<file path="src/rtl/ltc_pkg.sv">
`timescale 1ns / 1ps

package ltc_pkg;

	// Configuration register indexes
	localparam logic [2:0] REG_INIT_SP    = 3'd0;
	localparam logic [2:0] REG_SP_MIN     = 3'd1;
	localparam logic [2:0] REG_SP_MAX     = 3'd2;
	localparam logic [2:0] REG_SP_STEP    = 3'd3;
	localparam logic [2:0] REG_BAND       = 3'd4;
	localparam logic [2:0] REG_BLINK      = 3'd5;
	localparam logic [2:0] REG_IDLE_CLEAR = 3'd6;

	localparam int CFG_IDX_W  = 3;
	localparam int CFG_DATA_W = 8;

	// Register reset values
	localparam logic [6:0] RST_SP_MIN     = 7'd35;
	localparam logic [6:0] RST_SP_MAX     = 7'd75;
	localparam logic [3:0] RST_SP_STEP    = 4'd5;
	localparam logic [3:0] RST_BAND       = 4'd5;
	localparam logic [7:0] RST_BLINK      = 8'd20;
	localparam logic [7:0] RST_IDLE_CLEAR = 8'd100;

	// Setpoint load window and fallback
	localparam logic [6:0] SP_LOAD_LOW  = 7'd35;
	localparam logic [6:0] SP_LOAD_HIGH = 7'd75;
	localparam logic [6:0] SP_DEFAULT   = 7'd60;

	// Password keys, ASCII '1' and '2'
	localparam logic [7:0] KEY_FIRST  = 8'h31;
	localparam logic [7:0] KEY_SECOND = 8'h32;

	// floor(s*150/307) == (s * 150 * ceil(2^27/307)) >> 27, exact for s*150 < 2^18
	localparam int          TEMP_SHIFT  = 27;
	localparam int          TEMP_MULT_W = 26;
	localparam logic [25:0] TEMP_MULT   = 26'd65578800;

	typedef struct packed {
		logic [6:0] setpoint_min;
		logic [6:0] setpoint_max;
		logic [3:0] setpoint_step;
		logic [3:0] band;
		logic [7:0] blink_ticks;
		logic [7:0] idle_clear_ticks;
	} cfg_t;

	typedef struct packed {
		logic       rx_valid;
		logic [7:0] rx_byte;
		logic       power_on;
		logic       up_press;
		logic       down_press;
		logic       button_held;
		logic [8:0] temperature;
	} item_t;

	typedef struct packed {
		logic       heater_on;
		logic       cooler_on;
		logic       led_on;
		logic       display_clear;
		logic       display_refresh;
		logic [6:0] setpoint_out;
		logic       store_write;
		logic       unlocked;
		logic       unlock_notice;
		logic [8:0] temperature;
	} result_t;

	function automatic logic [6:0] load_setpoint(input logic [6:0] value);
		if (value < SP_LOAD_LOW || value > SP_LOAD_HIGH)
			return SP_DEFAULT;
		return value;
	endfunction

endpackage

</file>
<file path="src/rtl/ltc_temp_conv.sv">
`timescale 1ns / 1ps

// Sample to degrees: one constant multiply, result taken from the top bits.
module ltc_temp_conv (
	input  logic [9:0] adc_sample,
	output logic [8:0] temperature
);

	localparam int PROD_W = 10 + ltc_pkg::TEMP_MULT_W;

	logic [PROD_W-1:0] prod;

	assign prod = PROD_W'(adc_sample) * PROD_W'(ltc_pkg::TEMP_MULT);
	assign temperature = prod[ltc_pkg::TEMP_SHIFT +: 9];

endmodule

</file>
<file path="src/rtl/ltc_ctrl.sv">
`timescale 1ns / 1ps

// Lock, setpoint, heater/cooler and tick state; one item per advance.
module ltc_ctrl #(
	parameter int TICK_BITS = 8
) (
	input  logic               clk,
	input  logic               arst_n,
	input  logic               advance,
	input  ltc_pkg::item_t     item,
	input  ltc_pkg::cfg_t      cfg,
	input  logic               sp_load,
	input  logic [6:0]         sp_load_val,
	output ltc_pkg::result_t   res
);

	localparam int CW = (TICK_BITS > 8) ? TICK_BITS : 8;

	logic                 first_q, second_q, notice_done_q, mode_q;
	logic                 heater_q, cooler_q, led_q, blink_en_q;
	logic [6:0]           sp_q;
	logic [TICK_BITS-1:0] tick_q;

	logic                 first_n, second_n, notice_done_n, mode_n;
	logic                 heater_n, cooler_n, led_n, blink_en_n;
	logic [6:0]           sp_n;
	logic [TICK_BITS-1:0] tick_n;

	logic       unl, notice, clr, refresh, store;
	logic [7:0] sum;
	logic [6:0] diff;
	logic [6:0] lo;
	logic [7:0] hi;
	logic       lo_neg, eq_lo, eq_hi, in_band;

	always_comb begin
		first_n       = first_q  | (item.rx_valid && item.rx_byte == ltc_pkg::KEY_FIRST);
		second_n      = second_q | (item.rx_valid && item.rx_byte == ltc_pkg::KEY_SECOND);
		unl           = first_n && second_n;
		notice        = unl && !notice_done_q;
		notice_done_n = notice_done_q | unl;
		mode_n        = mode_q;
		heater_n      = heater_q;
		cooler_n      = cooler_q;
		led_n         = led_q;
		blink_en_n    = blink_en_q;
		sp_n          = sp_q;
		tick_n        = tick_q;
		clr           = 1'b0;
		refresh       = 1'b0;
		store         = 1'b0;

		// step arithmetic, clamped on one side only
		sum  = {1'b0, sp_q} + {4'b0, cfg.setpoint_step};
		diff = sp_q - {3'b0, cfg.setpoint_step};

		if (unl && item.power_on) begin
			if (item.up_press || item.down_press) begin
				refresh = 1'b1;
				if (!mode_q) begin
					mode_n = 1'b1;
				end else begin
					store = 1'b1;
					if (item.up_press) begin
						sp_n = (sum > {1'b0, cfg.setpoint_max}) ? cfg.setpoint_max : sum[6:0];
					end else begin
						sp_n = (sp_q < {3'b0, cfg.setpoint_step} || diff < cfg.setpoint_min) ?
							cfg.setpoint_min : diff;
					end
				end
			end
		end

		// band edges around the updated setpoint; a negative low edge never matches
		lo_neg  = sp_n < {3'b0, cfg.band};
		lo      = sp_n - {3'b0, cfg.band};
		hi      = {1'b0, sp_n} + {4'b0, cfg.band};
		eq_lo   = !lo_neg && item.temperature == {2'b0, lo};
		eq_hi   = item.temperature == {1'b0, hi};
		in_band = (lo_neg || item.temperature >= {2'b0, lo}) &&
			item.temperature < {1'b0, hi};

		if (unl && item.power_on) begin
			if (eq_lo) begin
				heater_n   = 1'b1;
				cooler_n   = 1'b0;
				blink_en_n = 1'b1;
			end
			// cooler edge comes second, so it wins at zero band
			if (eq_hi) begin
				cooler_n   = 1'b1;
				heater_n   = 1'b0;
				led_n      = 1'b1;
				blink_en_n = 1'b0;
			end
			tick_n = tick_q + 1'b1;
			if (CW'(tick_n) == CW'(cfg.blink_ticks) && in_band && blink_en_n) begin
				led_n  = !led_n;
				tick_n = '0;
			end
			if (CW'(tick_n) == CW'(cfg.idle_clear_ticks) && !item.button_held) begin
				clr    = 1'b1;
				tick_n = '0;
			end
		end else if (unl) begin
			clr = 1'b1;
		end

		res.heater_on       = heater_n;
		res.cooler_on       = cooler_n;
		res.led_on          = led_n;
		res.display_clear   = clr;
		res.display_refresh = refresh;
		res.setpoint_out    = sp_n;
		res.store_write     = store;
		res.unlocked        = unl;
		res.unlock_notice   = notice;
		res.temperature     = item.temperature;
	end

	always_ff @(posedge clk or negedge arst_n) begin
		if (!arst_n) begin
			first_q       <= 1'b0;
			second_q      <= 1'b0;
			notice_done_q <= 1'b0;
			mode_q        <= 1'b0;
			heater_q      <= 1'b0;
			cooler_q      <= 1'b0;
			led_q         <= 1'b0;
			blink_en_q    <= 1'b0;
			sp_q          <= ltc_pkg::SP_DEFAULT;
			tick_q        <= '0;
		end else if (sp_load) begin
			sp_q <= ltc_pkg::load_setpoint(sp_load_val);
		end else if (advance) begin
			first_q       <= first_n;
			second_q      <= second_n;
			notice_done_q <= notice_done_n;
			mode_q        <= mode_n;
			heater_q      <= heater_n;
			cooler_q      <= cooler_n;
			led_q         <= led_n;
			blink_en_q    <= blink_en_n;
			sp_q          <= sp_n;
			tick_q        <= tick_n;
		end
	end

endmodule

</file>
<file path="src/rtl/locked_thermostat_controller.sv">
`timescale 1ns / 1ps
// An accepted item waits in the input register, its result in the result register.
// Throughput: one item per cycle while results are taken; the two registers form
// a two-stage pipeline. While a result waits, the input side takes one more item
// into an empty input register and then stalls until the result is taken.
// Reset (arst_n low, asynchronous): lock cleared, setpoint 60, levels and counter
// zero, configuration back to its defaults, both pipeline stages empty.
module locked_thermostat_controller #(
	parameter int TICK_BITS = 8
) (
	input  logic       clk,
	input  logic       arst_n,

	// configuration write port
	input  logic       cfg_we,
	input  logic [2:0] cfg_index,
	input  logic [7:0] cfg_data,

	// input item channel
	input  logic       in_valid,
	output logic       in_ready,
	input  logic       rx_valid,
	input  logic [7:0] rx_byte,
	input  logic       power_on,
	input  logic       up_press,
	input  logic       down_press,
	input  logic       button_held,
	input  logic [9:0] adc_sample,

	// result item channel
	output logic       out_valid,
	input  logic       out_ready,
	output logic       heater_on,
	output logic       cooler_on,
	output logic       led_on,
	output logic       display_clear,
	output logic       display_refresh,
	output logic [6:0] setpoint_out,
	output logic       store_write,
	output logic       unlocked,
	output logic       unlock_notice,
	output logic [8:0] temperature
);

	// ------------------------------------------------------------------
	// Configuration registers. initial_setpoint has no storage of its own:
	// a write to it reloads the live setpoint right away.
	// ------------------------------------------------------------------
	ltc_pkg::cfg_t cfg_q;
	logic          sp_load;

	assign sp_load = cfg_we && cfg_index == ltc_pkg::REG_INIT_SP;

	always_ff @(posedge clk or negedge arst_n) begin
		if (!arst_n) begin
			cfg_q.setpoint_min     <= ltc_pkg::RST_SP_MIN;
			cfg_q.setpoint_max     <= ltc_pkg::RST_SP_MAX;
			cfg_q.setpoint_step    <= ltc_pkg::RST_SP_STEP;
			cfg_q.band             <= ltc_pkg::RST_BAND;
			cfg_q.blink_ticks      <= ltc_pkg::RST_BLINK;
			cfg_q.idle_clear_ticks <= ltc_pkg::RST_IDLE_CLEAR;
		end else if (cfg_we) begin
			case (cfg_index)
				ltc_pkg::REG_SP_MIN:     cfg_q.setpoint_min     <= cfg_data[6:0];
				ltc_pkg::REG_SP_MAX:     cfg_q.setpoint_max     <= cfg_data[6:0];
				ltc_pkg::REG_SP_STEP:    cfg_q.setpoint_step    <= cfg_data[3:0];
				ltc_pkg::REG_BAND:       cfg_q.band             <= cfg_data[3:0];
				ltc_pkg::REG_BLINK:      cfg_q.blink_ticks      <= cfg_data;
				ltc_pkg::REG_IDLE_CLEAR: cfg_q.idle_clear_ticks <= cfg_data;
				default: ;
			endcase
		end
	end

	// ------------------------------------------------------------------
	// Stage 1: input register. The ADC conversion (one constant multiply)
	// is done on the way in, so the stage holds degrees, not raw counts.
	// ------------------------------------------------------------------
	ltc_pkg::item_t item_s1;
	logic           valid_s1;
	logic [8:0]     temp_in;
	logic           advance;
	logic           out_valid_q;

	ltc_temp_conv u_conv (
		.adc_sample  (adc_sample),
		.temperature (temp_in)
	);

	// stage 1 moves on whenever the result register is empty or being drained
	assign advance  = valid_s1 && (!out_valid_q || out_ready);
	assign in_ready = !valid_s1 || advance;

	always_ff @(posedge clk or negedge arst_n) begin
		if (!arst_n) begin
			valid_s1 <= 1'b0;
		end else if (in_ready) begin
			valid_s1 <= in_valid;
		end
	end

	always_ff @(posedge clk) begin
		if (in_valid && in_ready) begin
			item_s1.rx_valid    <= rx_valid;
			item_s1.rx_byte     <= rx_byte;
			item_s1.power_on    <= power_on;
			item_s1.up_press    <= up_press;
			item_s1.down_press  <= down_press;
			item_s1.button_held <= button_held;
			item_s1.temperature <= temp_in;
		end
	end

	// ------------------------------------------------------------------
	// Control state; its next value for this item is the result.
	// ------------------------------------------------------------------
	ltc_pkg::result_t res_next;
	ltc_pkg::result_t res_q;

	ltc_ctrl #(
		.TICK_BITS (TICK_BITS)
	) u_ctrl (
		.clk         (clk),
		.arst_n      (arst_n),
		.advance     (advance),
		.item        (item_s1),
		.cfg         (cfg_q),
		.sp_load     (sp_load),
		.sp_load_val (cfg_data[6:0]),
		.res         (res_next)
	);

	// ------------------------------------------------------------------
	// Result register
	// ------------------------------------------------------------------
	always_ff @(posedge clk or negedge arst_n) begin
		if (!arst_n) begin
			out_valid_q <= 1'b0;
		end else if (advance) begin
			out_valid_q <= 1'b1;
		end else if (out_ready) begin
			out_valid_q <= 1'b0;
		end
	end

	always_ff @(posedge clk) begin
		if (advance) begin
			res_q <= res_next;
		end
	end

	assign out_valid       = out_valid_q;
	assign heater_on       = res_q.heater_on;
	assign cooler_on       = res_q.cooler_on;
	assign led_on          = res_q.led_on;
	assign display_clear   = res_q.display_clear;
	assign display_refresh = res_q.display_refresh;
	assign setpoint_out    = res_q.setpoint_out;
	assign store_write     = res_q.store_write;
	assign unlocked        = res_q.unlocked;
	assign unlock_notice   = res_q.unlock_notice;
	assign temperature     = res_q.temperature;

	// ------------------------------------------------------------------
	// Assertions
	// ------------------------------------------------------------------
	// the input side only stalls behind a full, blocked result register
	a_stall_cause: assert property (@(posedge clk) disable iff (!arst_n)
		!in_ready |-> (valid_s1 && out_valid_q && !out_ready))
		else $error("input stalled without a blocked result");

	// heater and cooler levels are mutually exclusive
	a_drive_excl: assert property (@(posedge clk) disable iff (!arst_n)
		out_valid |-> !(heater_on && cooler_on))
		else $error("heater and cooler driven together");

	// a save only happens on a setpoint step, which always refreshes the display
	a_store_refresh: assert property (@(posedge clk) disable iff (!arst_n)
		(out_valid && store_write) |-> (display_refresh && unlocked))
		else $error("store without refresh or while locked");

	// a notice is only given while unlocked
	a_notice_unl: assert property (@(posedge clk) disable iff (!arst_n)
		(out_valid && unlock_notice) |-> unlocked)
		else $error("unlock notice while locked");

endmodule

</file>
<file path="config.mk">
export PLATFORM = sky130hd
export DESIGN_NAME = locked_thermostat_controller
export DESIGN_NICKNAME = d
export VERILOG_FILES = /design/src/rtl/ltc_pkg.sv /design/src/rtl/ltc_temp_conv.sv /design/src/rtl/ltc_ctrl.sv /design/src/rtl/locked_thermostat_controller.sv
export SDC_FILE = /design/constraint.sdc
export NUM_CORES = 1
export LEC_CHECK = 0
export BUFFER_PORTS_ARGS = -buffer_cell sky130_fd_sc_hd__clkbuf_2
export CORE_MARGIN = 4
export CORE_UTILIZATION = 30
export CTS_CLUSTER_SIZE = 24
export DETAILED_ROUTE_END_ITERATION = 10
export RECOVER_POWER = 50
export SLEW_MARGIN = 20
export SYNTH_ARGS = -nofsm -noshare
export SYNTH_HDL_FRONTEND = slang
export SYNTH_HIERARCHICAL = 1
export SYNTH_SLANG_ARGS = --single-unit
</file>
<file path="constraint.sdc">
create_clock -name clk -period 10.2 [get_ports clk]
set_input_delay 2.04 -clock clk [delete_from_list [all_inputs] [get_ports clk]]
set_output_delay 2.04 -clock clk [all_outputs]
set_load 0.02 [all_outputs]
</file>
## After elaboration in Yosys (flattened, before gate mapping)

Index checks and enable logic that the tools add are counted.

| word-level totals | value |
|---|---|
| register bits after elaboration | 109 |
| bits in latches | 0 |
| RAM bits | 0 |
| memory bits (read-only) | 0 |
| input bits | 39 |
| output and inout bits | 26 |
| word-level logic and storage cells | 138 |
| memories | 0 |

| cells by class | value |
|---|---|
| add/subtract/negate cells | 5 |
| multipliers | 1 |
| div/mod/pow operators | 0 |
| $lt $le $gt $ge | 8 |
| equal/unequal tests | 12 |
| shifts and indexed selects | 0 |
| mux-type cells | 35 |
| bitwise gates (word level) | 4 |
| reduce and logical (&&, ||, !) cells | 38 |

Operators by type and width:

| kind | count |
|---|---|
| $mux 7 | 10 |
| $mul 10x22->32 const B | 1 |
| $mux 8 | 3 |
| $mux 1 | 22 |
| $add 7x4->8 | 2 |
| $eq 8x6->1 const B | 2 |
| $eq 8x8->1 | 2 |
| $reduce_and 2->1 | 8 |
| $lt 7x4->1 | 2 |
| $sub 7x4->7 | 2 |
| $logic_and 1x1->1 | 13 |
| $eq 3x3->1 const B | 3 |
| $eq 9x7->1 | 1 |
| $eq 9x8->1 | 1 |
| $ge 9x7->1 | 1 |
| $lt 9x8->1 | 1 |
| $add 8x1->8 const B | 1 |
| $gt 8x7->1 | 1 |
| $gt 7x7->1 const B | 1 |
| $lt 7x6->1 const B | 1 |
| $lt 7x7->1 | 1 |
| $eq 3x2->1 const B | 2 |
| $logic_not 1->1 | 6 |
| $logic_or 1x1->1 | 6 |
| 7 further kinds | 10 |

## Logic depth before layout (Yosys ltp)

Gate-level depths: netlist (run 1).

| depth | value |
|---|---|
| depth after elaboration | 21 |
| mapped depth | 39 |
| mapped depth without buffers | 36 |

## Modules after synthesis

The synthesis (run 1) kept the hierarchy.

By module, submodules not included:

| module | instances | cells an instance | area an instance (sq um) |
|---|---|---|---|
| ltc_temp_conv | 1 | 365 | 3524.6 |
| ltc_ctrl | 1 | 419 | 3475.8 |
| locked_thermostat_controller | 1 | 139 | 3029.2 |

## Worst setup path after synthesis (run 1)

OpenSTA, ideal clock, no wires.

| timing path | value |
|---|---|
| path type | reg2reg |
| from | register cfg_q[20] in the netlist's numbering |
| to | register res_q, in the netlist display_clear, data pin |
| arrival time | 6.817 ns |
| slack | 3.132 ns |
| cell stages (with the launch flop) | 32 |
| period minus slack after synthesis | 7.068 ns |
| cell sequence | dfstp_2 > ha_1 > inv_1 > fa_1 > a21o_1 > a2111oi_0 > xor2_1 > ha_1 > nand4_1 > o21ai_0 > o41ai_4 > mux2i_1 > mux2_2 > o21ai_0 > inv_1 > fa_1 > nor2_1 > nor2_1 > nor2_1 > o211ai_1 > xor2_1 > ha_1 > a221oi_1 > o311a_1 > o2111ai_1 > nor4_1 > o41ai_1 > mux2i_4 > mux2_2 > o211ai_1 > a21boi_0 > buf_4 |

RTL lines:

| what | line | text |
|---|---|---|
| start: declaration | locked_thermostat_controller.sv:49 | `ltc_pkg::cfg_t cfg_q;` |
| end signal: assignment | locked_thermostat_controller.sv:148 | `res_q <= res_next;` |
| end: declaration | locked_thermostat_controller.sv:118 | `ltc_pkg::result_t res_q;` |

==> flow_metrics.env, run 1 <==
export IMPL_status="complete, but fails checks"
export IMPL_violations="capacitance limit, slew limit"
export IMPL_cts_buffer_depth=2
export IMPL_crit_top_cell="ha_1"
export IMPL_syn_num_nets=1170
export IMPL_grt_max_degree=64
export IMPL_clock_sinks=109
export IMPL_synth_fa_ha_area_share_pct=30.7
export IMPL_fin_skew_ns=0.0115
export IMPL_fin_setup_tns_ns=0
export IMPL_nets=1216
export IMPL_dr_first_iter_drc_count=345
export IMPL_tightestPinTransition_ns=3.60
export IMPL_rsz0062_at_grt="no"
export IMPL_n_fill_cell=3346
export IMPL_yosysSeqAreaShare_pct=29.7
export IMPL_grt_usage_pct=12.6
export IMPL_vias=6722
export IMPL_path_clk_slew_ns=0.07
export IMPL_rows=66
export IMPL_drt_first_pass_iters=5
export IMPL_gp_congestion=0.890
export IMPL_worstSetupPathType="reg -> reg"
export IMPL_yosysWarnings=6
export IMPL_syn_instance_count=923
export IMPL_slew_viol_final=64
export IMPL_synth_top_family_by_area="adder cells"
export IMPL_setup_slack_ns=2.11
export IMPL_grt_first_pass_wirelength_um=36800
export IMPL_core_um2=32800
export IMPL_wl_per_cell_um=15.9
export IMPL_finalPower_mw=2.97
export IMPL_drive_gt1_share_pct=17.9
export IMPL_netlist_top_cells_count="144 x ha_1, 136 x inv_1, 64 x fa_1"
export IMPL_post_cts_buffers=0
export IMPL_portBuffers=64
export IMPL_synth_compound_area_share_pct=11.8
export IMPL_die_w_um=191
export IMPL_async_flop_share_pct=57.8
export IMPL_setup_violations=0
export IMPL_antenna_cells=0
export IMPL_cp_max_fo=8
export IMPL_fmax_mhz=124
export IMPL_drv_cap=2
export IMPL_drt_total_wl_um=22500
export IMPL_ir_drop_mv=0.119
export IMPL_drc=0
export IMPL_fin_cells=1416
export IMPL_synth_xor_area_share_pct=3.84
export IMPL_htree_num_levels=3
export IMPL_clock_latency_ns=0.35
export IMPL_dp_cells=1400
export IMPL_multiInputGateArea_um2=6270
export IMPL_fin_hold_ws_ns=0.467
export IMPL_power_density_nw_per_um2=270
export IMPL_p_leak_nw=5.14
export IMPL_antenna_found_initial=0
export IMPL_syn_area_um2=10000
export IMPL_ys_types=84
export IMPL_synth_ff_latch_count=109
export IMPL_required_ns=10.44
export IMPL_cts_root_buf="clkbuf_16"
export IMPL_cts_hold_fix_buffers=0
export IMPL_slowest_stage="o21ai_0"
export IMPL_cpLargestDelayFamily="compound AO/OA/AOI/OAI gates"
export IMPL_initial_utilization_pct=30.6
export IMPL_hold_viol_final=0
export IMPL_dpl_worst_slack_ns=2.32
export IMPL_yosys_area_share_simple_pct=9.51
export IMPL_hold_class="reg -> reg"
export IMPL_slew_headroom_pct=-140
export IMPL_yosys_area_top_type_share_pct=18.0
export IMPL_synth_most_common_cell="ha_1"
export IMPL_synth_area_mux_share_pct=6.99
export IMPL_avgSynthCellArea_um2=10.9
export IMPL_synth_area_leaders="ha_1 18%, edfxtp_1 14%, fa_1 13%, dfrtp_1 11%, dfstp_2 5.2%"
export IMPL_routed_via_density=4.75
export IMPL_dp_hpwl_um=18200
export IMPL_fin_crit_sh_pct=79.3
export IMPL_ios=65
export IMPL_startpoint_type="flop"
export IMPL_synthFlopType="edfxtp_1"
export IMPL_cp_num_buf_inv=1
export IMPL_cts_buffers=9
export IMPL_crit_path_max_incr_delay_ns=0.61
export IMPL_cts_resized=0
export IMPL_dieArea_um2=36400
export IMPL_grt_pass1_vias=6788
export IMPL_area_growth_pct=9.68
export IMPL_fp_dieH_um=191
export IMPL_seq_area_um2=2980
export IMPL_cp_end_kind="flop"
export IMPL_yosysTopAreaCell="ha_1"
export IMPL_worstPathArrival_ns=8.32
export IMPL_ant_nets=0
export IMPL_cts_tree="done"
export IMPL_layout_min_cycle_time_ns=8.09
export IMPL_synth_edff_count=46
export IMPL_grt_ovfl_total=0
[stage by stage]
step / cell area (um2) / utilization (%)
2_1_floorplan: 10000 / -
3_3_place_gp: 10700 / 32.6
3_5_place_dp: 10700 / 32.6
4_1_cts: 11000 / 33.7
5_1_grt: 11000 / 33.6
6_report: 11000 / 33.6
[placed cells by master, fill, tap and decap left out, drive strengths merged, types with 6 or more instances in the layout]
cell and count:
clkbuf 75, dfstp 20, mux2i 11, inv 139, and2 6, nand2 44, nand2b 9, a21oi 38
o211ai 9, edfxtp 46, a31oi 6, nand4 6, o21ai 25, a211oi 9, o21bai 7, dfrtp 43
fa 64, nor2b 8, nor2 40, mux2 46, and3 9, xnor2 27, ha 144, nand3 19
xor2 17, a21o 20
[worst reg2reg max path: cells and delay by family, from the launching register on]
family	cells	cell delay [ns]
AO/OA/AOI/OAI	11	3.00
XOR/XNOR	2	0.30
adder cells (fa/ha/maj)	5	1.58
buffers and inverters	1	0.05
flip-flops	1	0.54
multiplexers	4	0.96
AND/OR/NAND/NOR	6	1.49
[power by group]
part / switching, mW / total, mW / internal (mW)
sequential: 0.0906 / 0.694 / 0.603
combinational: 1.05 / 1.87 / 0.821
clock: 0.164 / 0.407 / 0.243
total: 1.30 / 2.97 / 1.67
[metal layers]
metal	track usage, %	vias to the layer above	share of wire (%)
met5	0	-	0
met4	2.76	0	1.1
met3	1.24	18	3.1
met2	20.9	123	47
met1	17.9	3288	49
li1	-	3293	-
[worst paths after layout]
check / from / to / slack, ns / depth (start not counted)
max in group asynchronous: arst_n / cfg_q[26] / 5.16 / 2
worst min register to register: u_ctrl/notice_done_q / u_ctrl/notice_done_q / 0.47 / 1
worst max-delay path: cfg_q[20] / u_ctrl/led_q / 2.11 / 29
worst min-delay path: u_ctrl/notice_done_q / u_ctrl/notice_done_q / 0.47 / 1
min in group asynchronous: arst_n / u_ctrl/tick_q[2] / 3.01 / 2
worst max register to register: cfg_q[20] / u_ctrl/led_q / 2.11 / 29
[final cells by class]
| type | count | area share [%] |
|---|---|---|
| well taps | 442 | 5.03 |
| inverters | 137 | 4.67 |
| flip-flops and latches | 109 | 27.1 |
| repair buffers | 66 | 3.00 |
| multi-input cells | 646 | 57.0 |
| clock inverters | 6 | 1.06 |
| clock buffers | 10 | 2.08 |
[cell families (layout without fill, tap and decap cells)]
family,Yosys count,count (layout)
flip-flops,109,109
AO/OA/AOI/OAI,163,163
buffers and inverters,168,219
AND/OR/NAND/NOR,174,174
multiplexers,57,57
adder cells (fa/ha/maj),208,208
XOR/XNOR,44,44
[state kept, by name, indices dropped and copies added (netlist names), 7 cells and up]
| register | flops |
|---|---|
| cfg_q | 38 |
| item_s1 | 22 |
| setpoint_out | 7 |
| temperature | 9 |
| u_ctrl/sp_q | 7 |
| u_ctrl/tick_q | 8 |
No activity file was read; power rests on OpenSTA's default activity.
==> inputs of run 2 (changes only) <==
clock period = 7.7 ns   (was 10.2 ns; I/O delays follow)
==> run 2 against run 1 <==
Total power rose by 33%. Non-clock buffer count rose by 9. Wire length rose by 0.23%. Combinational power rose by 35%. The flow still finishes with violations (capacitance limit, slew limit). Via count rose by 0.24%. Critical endpoint unchanged. Register-to-register slack got worse by 1.6 ns. Critical path depth rose by 2. Largest power group unchanged.
==> flow_metrics.env, run 2 (synthesized netlist as in run 1, its figures left out) <==
export IMPL_status="complete, but fails checks"
export IMPL_violations="capacitance limit, slew limit"
export IMPL_cp_max_fo=7
export IMPL_initial_utilization_pct=30.6
export IMPL_fp_dieH_um=191
export IMPL_clock_sinks=109
export IMPL_slew_viol_final=99
export IMPL_worstPathArrival_ns=7.44
export IMPL_ir_drop_mv=0.130
export IMPL_fin_cells=1425
export IMPL_antenna_found_initial=0
export IMPL_grt_max_degree=64
export IMPL_grt_first_pass_wirelength_um=36600
export IMPL_largest_reg_flops=38
export IMPL_gr_max_usage_layer="met2"
export IMPL_vias=6738
export IMPL_hold_class="reg -> reg"
export IMPL_routed_via_density=4.73
export IMPL_cts_buffers=9
export IMPL_portBuffers=64
export IMPL_required_ns=7.94
export IMPL_cts_tree="done"
export IMPL_reg_largest_list="cfg_q x38, item_s1 x22, temperature x9"
export IMPL_cts_root_buf="clkbuf_16"
export IMPL_slowest_stage="dfstp_2"
export IMPL_clock_latency_ns=0.35
export IMPL_fin_hold_ws_ns=0.459
export IMPL_slew_headroom_pct=-133
export IMPL_largest_register="cfg_q"
export IMPL_worstSetupPathType="reg -> reg"
export IMPL_cts_buffer_depth=2
export IMPL_fin_crit_sh_pct=93.6
export IMPL_die_w_um=191
export IMPL_crit_path_max_incr_delay_ns=0.54
export IMPL_nets=1225
export IMPL_tightestPinTransition_ns=3.49
export IMPL_htree_num_levels=3
export IMPL_drt_total_wl_um=22500
export IMPL_fin_setup_tns_ns=0
export IMPL_wl_per_cell_um=15.8
export IMPL_grt_ovfl_total=0
export IMPL_hold_viol_final=0
export IMPL_drt_first_pass_iters=7
export IMPL_use_met3_pct=1.72
export IMPL_rows=66
export IMPL_area_growth_pct=10.3
export IMPL_startpoint_type="flop"
export IMPL_dp_cells=1405
export IMPL_final_common_cell="ha_1"
export IMPL_ant_nets=0
export IMPL_cts_hold_fix_buffers=0
export IMPL_dp_hpwl_um=18100
export IMPL_crit_top_cell="a21o_1"
export IMPL_dieArea_um2=36400
export IMPL_gp_congestion=0.902
export IMPL_setup_violations=0
export IMPL_fin_skew_ns=0.0109
export IMPL_ios=65
export IMPL_use_met1_pct=17.2
export IMPL_dr_first_iter_drc_count=303
export IMPL_drc=0
export IMPL_grtUsageMet2_pct=20.9
export IMPL_antenna_cells=0
export IMPL_finalPower_mw=3.95
export IMPL_grt_pass1_vias=6806
export IMPL_drv_cap=2
export IMPL_cp_end_kind="flop"
export IMPL_path_clk_slew_ns=0.07
export IMPL_p_leak_nw=5.17
export IMPL_layout_min_cycle_time_ns=7.20
export IMPL_core_um2=32800
export IMPL_rsz0062_at_grt="no"
export IMPL_final_cell_mix="143 x ha_1, 136 x inv_1, 64 x fa_1, 63 x clkbuf_2, 46 x edfxtp_1"
export IMPL_drive_gt1_share_pct=19.2
export IMPL_final_util_pct=33.7
export IMPL_power_density_nw_per_um2=357
export IMPL_grt_usage_pct=12.5
export IMPL_fmax_mhz=139
run 2: timing repair:
item	CTS	global route
buffers inserted	0	4
endpoints found under the setup margin	0	11
gates resized for setup	0	9
run 2: cell type report:
cell class / count / area, um2
Clock inverter: 5 / 63.8
Multi-Input combinational cell: 646 / 6300
Timing Repair Buffer: 75 / 394
Fill cell: 3312 / 21700
Inverter: 137 / 514
Sequential cell: 109 / 2980
Tap cell: 442 / 553
Clock buffer: 11 / 253
run 2: metal layers:
metal | part of all wire [%] | wire [um]
met5 | 0 | 0
met4 | 1.4 | 312
met3 | 3.6 | 803
met2 | 48 | 10700
met1 | 47 | 10700
run 2: worst paths after layout:
| check | start | to | cells past startpoint | slack (ns) |
|---|---|---|---|---|
| setup / recovery | cfg_q[22] | u_ctrl/led_q | 31 | 0.50 |
| hold / removal | u_ctrl/notice_done_q | u_ctrl/notice_done_q | 1 | 0.46 |
| setup reg to reg | cfg_q[22] | u_ctrl/led_q | 31 | 0.50 |
| hold reg to reg | u_ctrl/notice_done_q | u_ctrl/notice_done_q | 1 | 0.46 |
| max in group asynchronous | arst_n | cfg_q[17] | 2 | 3.27 |
| min in group asynchronous | arst_n | cfg_q[3] | 2 | 2.47 |
run 2: through the flow:
stage                     cell area [um2]  setup slack (ns)
after floorplan                     10000             0.632
after global placement              10700             0.359
after detailed placement            10700             0.161
after CTS                           11000            0.0937
after global routing                11100            0.0390
final                               11100             0.495
run 2: worst max-delay path: cells and delay by family, from the launching register on:
family | cells | cell delay, ns
compound gates | 15 | 2.95
fa+ha+maj | 5 | 1.50
buf+inv | 4 | 0.25
flops | 1 | 0.54
mux | 2 | 0.45
simple gates | 5 | 1.36
run 2: power by group:
part	internal, mW	switching [mW]	total [mW]
clock	0.274	0.218	0.491
combinational	1.13	1.40	2.53
sequential	0.799	0.126	0.925
==> inputs of run 3 (changes only) <==
SYNTH_HIERARCHICAL = default   (was 1)
==> run 3 against run 2 <==
The flow still finishes with violations (capacitance limit, slew limit). Sequential share of layout area shrank 0.19 points. Via count grew 4.9%. Combinational power shrank 17%. Design area grew 0.71%. Wire length grew 5.3%. Clock skew grew 0.0045 ns. Core utilization grew 1.2 points. Cell count grew 3.5%.
==> flow_metrics.env, run 3 <==
export IMPL_path_clk_slew_ns=0.07
export IMPL_cts_buffer_depth=2
export IMPL_cp_max_fo=8
export IMPL_yosysSeqAreaShare_pct=30.4
export IMPL_synth_area_leaders="ha_1 18%, edfxtp_1 14%, fa_1 13%, dfrtp_1 11%, dfstp_2 5.4%"
export IMPL_drv_cap=1
export IMPL_use_met3_pct=1.88
export IMPL_drt_first_pass_iters=5
export IMPL_initial_utilization_pct=30.8
export IMPL_fin_hold_ws_ns=0.451
export IMPL_violations="capacitance limit, slew limit"
export IMPL_async_flop_share_pct=57.8
export IMPL_yosysTopAreaCell="ha_1"
export IMPL_slew_headroom_pct=-134
export IMPL_routed_via_density=4.79
export IMPL_core_um2=31900
export IMPL_largest_register="cfg_q"
export IMPL_portBuffers=64
export IMPL_cp_end_kind="flop"
export IMPL_netlist_top_cells_count="144 x ha_1, 132 x inv_1, 64 x fa_1"
export IMPL_vias=7069
export IMPL_ant_nets=0
export IMPL_power_frac_clock_pct=13.1
export IMPL_syn_area_um2=9820
export IMPL_p_leak_nw=5.02
export IMPL_avgSynthCellArea_um2=10.3
export IMPL_nets=1282
export IMPL_required_ns=7.94
export IMPL_layout_min_cycle_time_ns=7.35
export IMPL_syn_instance_count=957
export IMPL_hold_viol_final=0
export IMPL_fin_crit_sh_pct=95.4
export IMPL_fin_setup_tns_ns=0
export IMPL_dpl_worst_slack_ns=0.0433
export IMPL_synth_edff_count=46
export IMPL_die_w_um=189
export IMPL_synth_most_common_cell="ha_1"
export IMPL_seq_area_um2=2980
export IMPL_reg_largest_list="cfg_q x38, item_s1 x22, temperature x9"
export IMPL_cts_tree="done"
export IMPL_grt_first_pass_wirelength_um=38400
export IMPL_p_int_mw=1.95
export IMPL_ys_types=84
export IMPL_worstPathArrival_ns=7.58
export IMPL_slowest_stage="dfstp_2"
export IMPL_grt_usage_pct=13.3
export IMPL_cts_root_buf="clkbuf_16"
export IMPL_synthFlopType="edfxtp_1"
export IMPL_tightestPinTransition_ns=3.52
export IMPL_syn_num_nets=1204
export IMPL_gp_congestion=0.942
export IMPL_cts_buffers=9
export IMPL_crit_path_max_incr_delay_ns=0.55
export IMPL_fin_skew_ns=0.0153
export IMPL_fp_dieH_um=189
export IMPL_ir_drop_mv=0.134
export IMPL_ios=65
export IMPL_multiInputGateArea_um2=6340
export IMPL_p_switching_mw=1.52
export IMPL_cts_hold_fix_buffers=0
export IMPL_n_fill_cell=3263
export IMPL_clock_sinks=109
export IMPL_grt_pass1_vias=7250
export IMPL_status="complete, but fails checks"
export IMPL_hold_class="reg -> reg"
export IMPL_final_cell_mix="143 x ha_1, 132 x inv_1, 63 x fa_1, 59 x nand2_1, 58 x clkbuf_2"
export IMPL_antenna_found_initial=0
export IMPL_dr_first_iter_drc_count=500
export IMPL_slew_viol_final=64
export IMPL_gr_max_usage_layer="met2"
export IMPL_yosys_area_top_type_share_pct=18.4
export IMPL_drc=0
export IMPL_area_growth_pct=13.5
export IMPL_setup_violations=0
export IMPL_worstSetupPathType="reg -> reg"
export IMPL_dieArea_um2=35700
export IMPL_wl_per_cell_um=16.1
export IMPL_rows=65
export IMPL_startpoint_type="flop"
export IMPL_drt_total_wl_um=23700
export IMPL_antenna_cells=0
export IMPL_dp_cells=1454
export IMPL_power_density_nw_per_um2=311
export IMPL_synth_ff_latch_count=109
export IMPL_grt_max_degree=64
export IMPL_swShare_pct=43.8
export IMPL_setup_slack_ns=0.354
export IMPL_fin_cells=1475
export IMPL_dp_hpwl_um=19300
export IMPL_use_met1_pct=17.4
export IMPL_fmax_mhz=136
export IMPL_grtUsageMet2_pct=23.6
export IMPL_yosysWarnings=0
export IMPL_combPwrFrac_pct=61.0
export IMPL_drive_gt1_share_pct=17.8
export IMPL_htree_num_levels=3
export IMPL_p_seq_share_pct=25.9
export IMPL_grt_ovfl_total=0
export IMPL_largest_reg_flops=38
export IMPL_final_common_cell="ha_1"
export IMPL_clock_latency_ns=0.36
-- run 3: metal layers --
layer | vias up | wire length [um]
li1 | 3466 | -
met1 | 3447 | 10600
met2 | 142 | 11900
met3 | 14 | 927
met4 | 0 | 289
met5 | - | 0
-- run 3: what timing repair did --
item	in CTS	in global routing
buffers inserted	0	5
resized for setup	0	25
endpoints found under the setup margin	0	10
-- run 3: layout make-up --
cell class,instances,share of cell area (%)
Clock buffer,10,2.05
Clock inverter,6,0.483
Inverter,135,4.57
Multi-Input combinational cell,691,56.9
Sequential cell,109,26.8
Tap cell,435,4.88
Timing Repair Buffer,89,4.37
-- run 3: worst paths after layout --
path	from	to	slack, ns	depth (start not counted)
max in group asynchronous	arst_n	cfg_q[34]	3.24	2
max	cfg_q[20]	u_ctrl.tick_q[1]	0.35	33
max reg2reg	cfg_q[20]	u_ctrl.tick_q[1]	0.35	33
min	item_s1[0]	temperature[0]	0.45	0
min in group asynchronous	arst_n	u_ctrl.led_q	2.48	2
min reg2reg	item_s1[0]	temperature[0]	0.45	0
-- run 3: kinds of logic (layout without fill, tap and decap cells) --
| group | count (synthesis) | count (layout) | share of synthesized area (%) |
|---|---|---|---|
| and+or+nand+nor | 232 | 232 | 12.3 |
| xor gates and xnor gates | 44 | 44 | 4.07 |
| DFF | 109 | 109 | 30.4 |
| buffers and inverters | 157 | 240 | 6.19 |
| muxes | 34 | 34 | 3.84 |
| adders and majority gates | 208 | 208 | 31.4 |
| AOI/OAI and AO/OA | 173 | 173 | 11.8 |
-- run 3: metrics by stage --
step	power [mW]	cell area, um2	util, %
6_report	3.46	11100	35.0
4_1_cts	3.42	11000	34.5
5_1_grt	3.83	11100	35.0
3_3_place_gp	2.91	10700	33.7
2_1_floorplan	2.40	9820	-
3_5_place_dp	2.95	10700	33.7
-- run 3: power groups by stage --
stage / Combinational [mW] / Sequential [mW] / Clock (mW)
3_3_place_gp: 2.00 / 0.908 / 0
2_1_floorplan: 1.52 / 0.884 / 0
6_report: 2.11 / 0.898 / 0.452
4_1_cts: 2.05 / 0.900 / 0.464
5_1_grt: 2.42 / 0.915 / 0.491
3_5_place_dp: 2.04 / 0.910 / 0
-- run 3: critical path: cells and delay by family, from the launching register on --
kind | cells | cell delay, ns
AOI/OAI and AO/OA | 14 | 3.02
adders and majority gates | 6 | 1.73
and+or+nand+nor | 8 | 1.32
DFF | 1 | 0.55
xor gates and xnor gates | 2 | 0.28
muxes | 1 | 0.25
buffers and inverters | 2 | 0.11
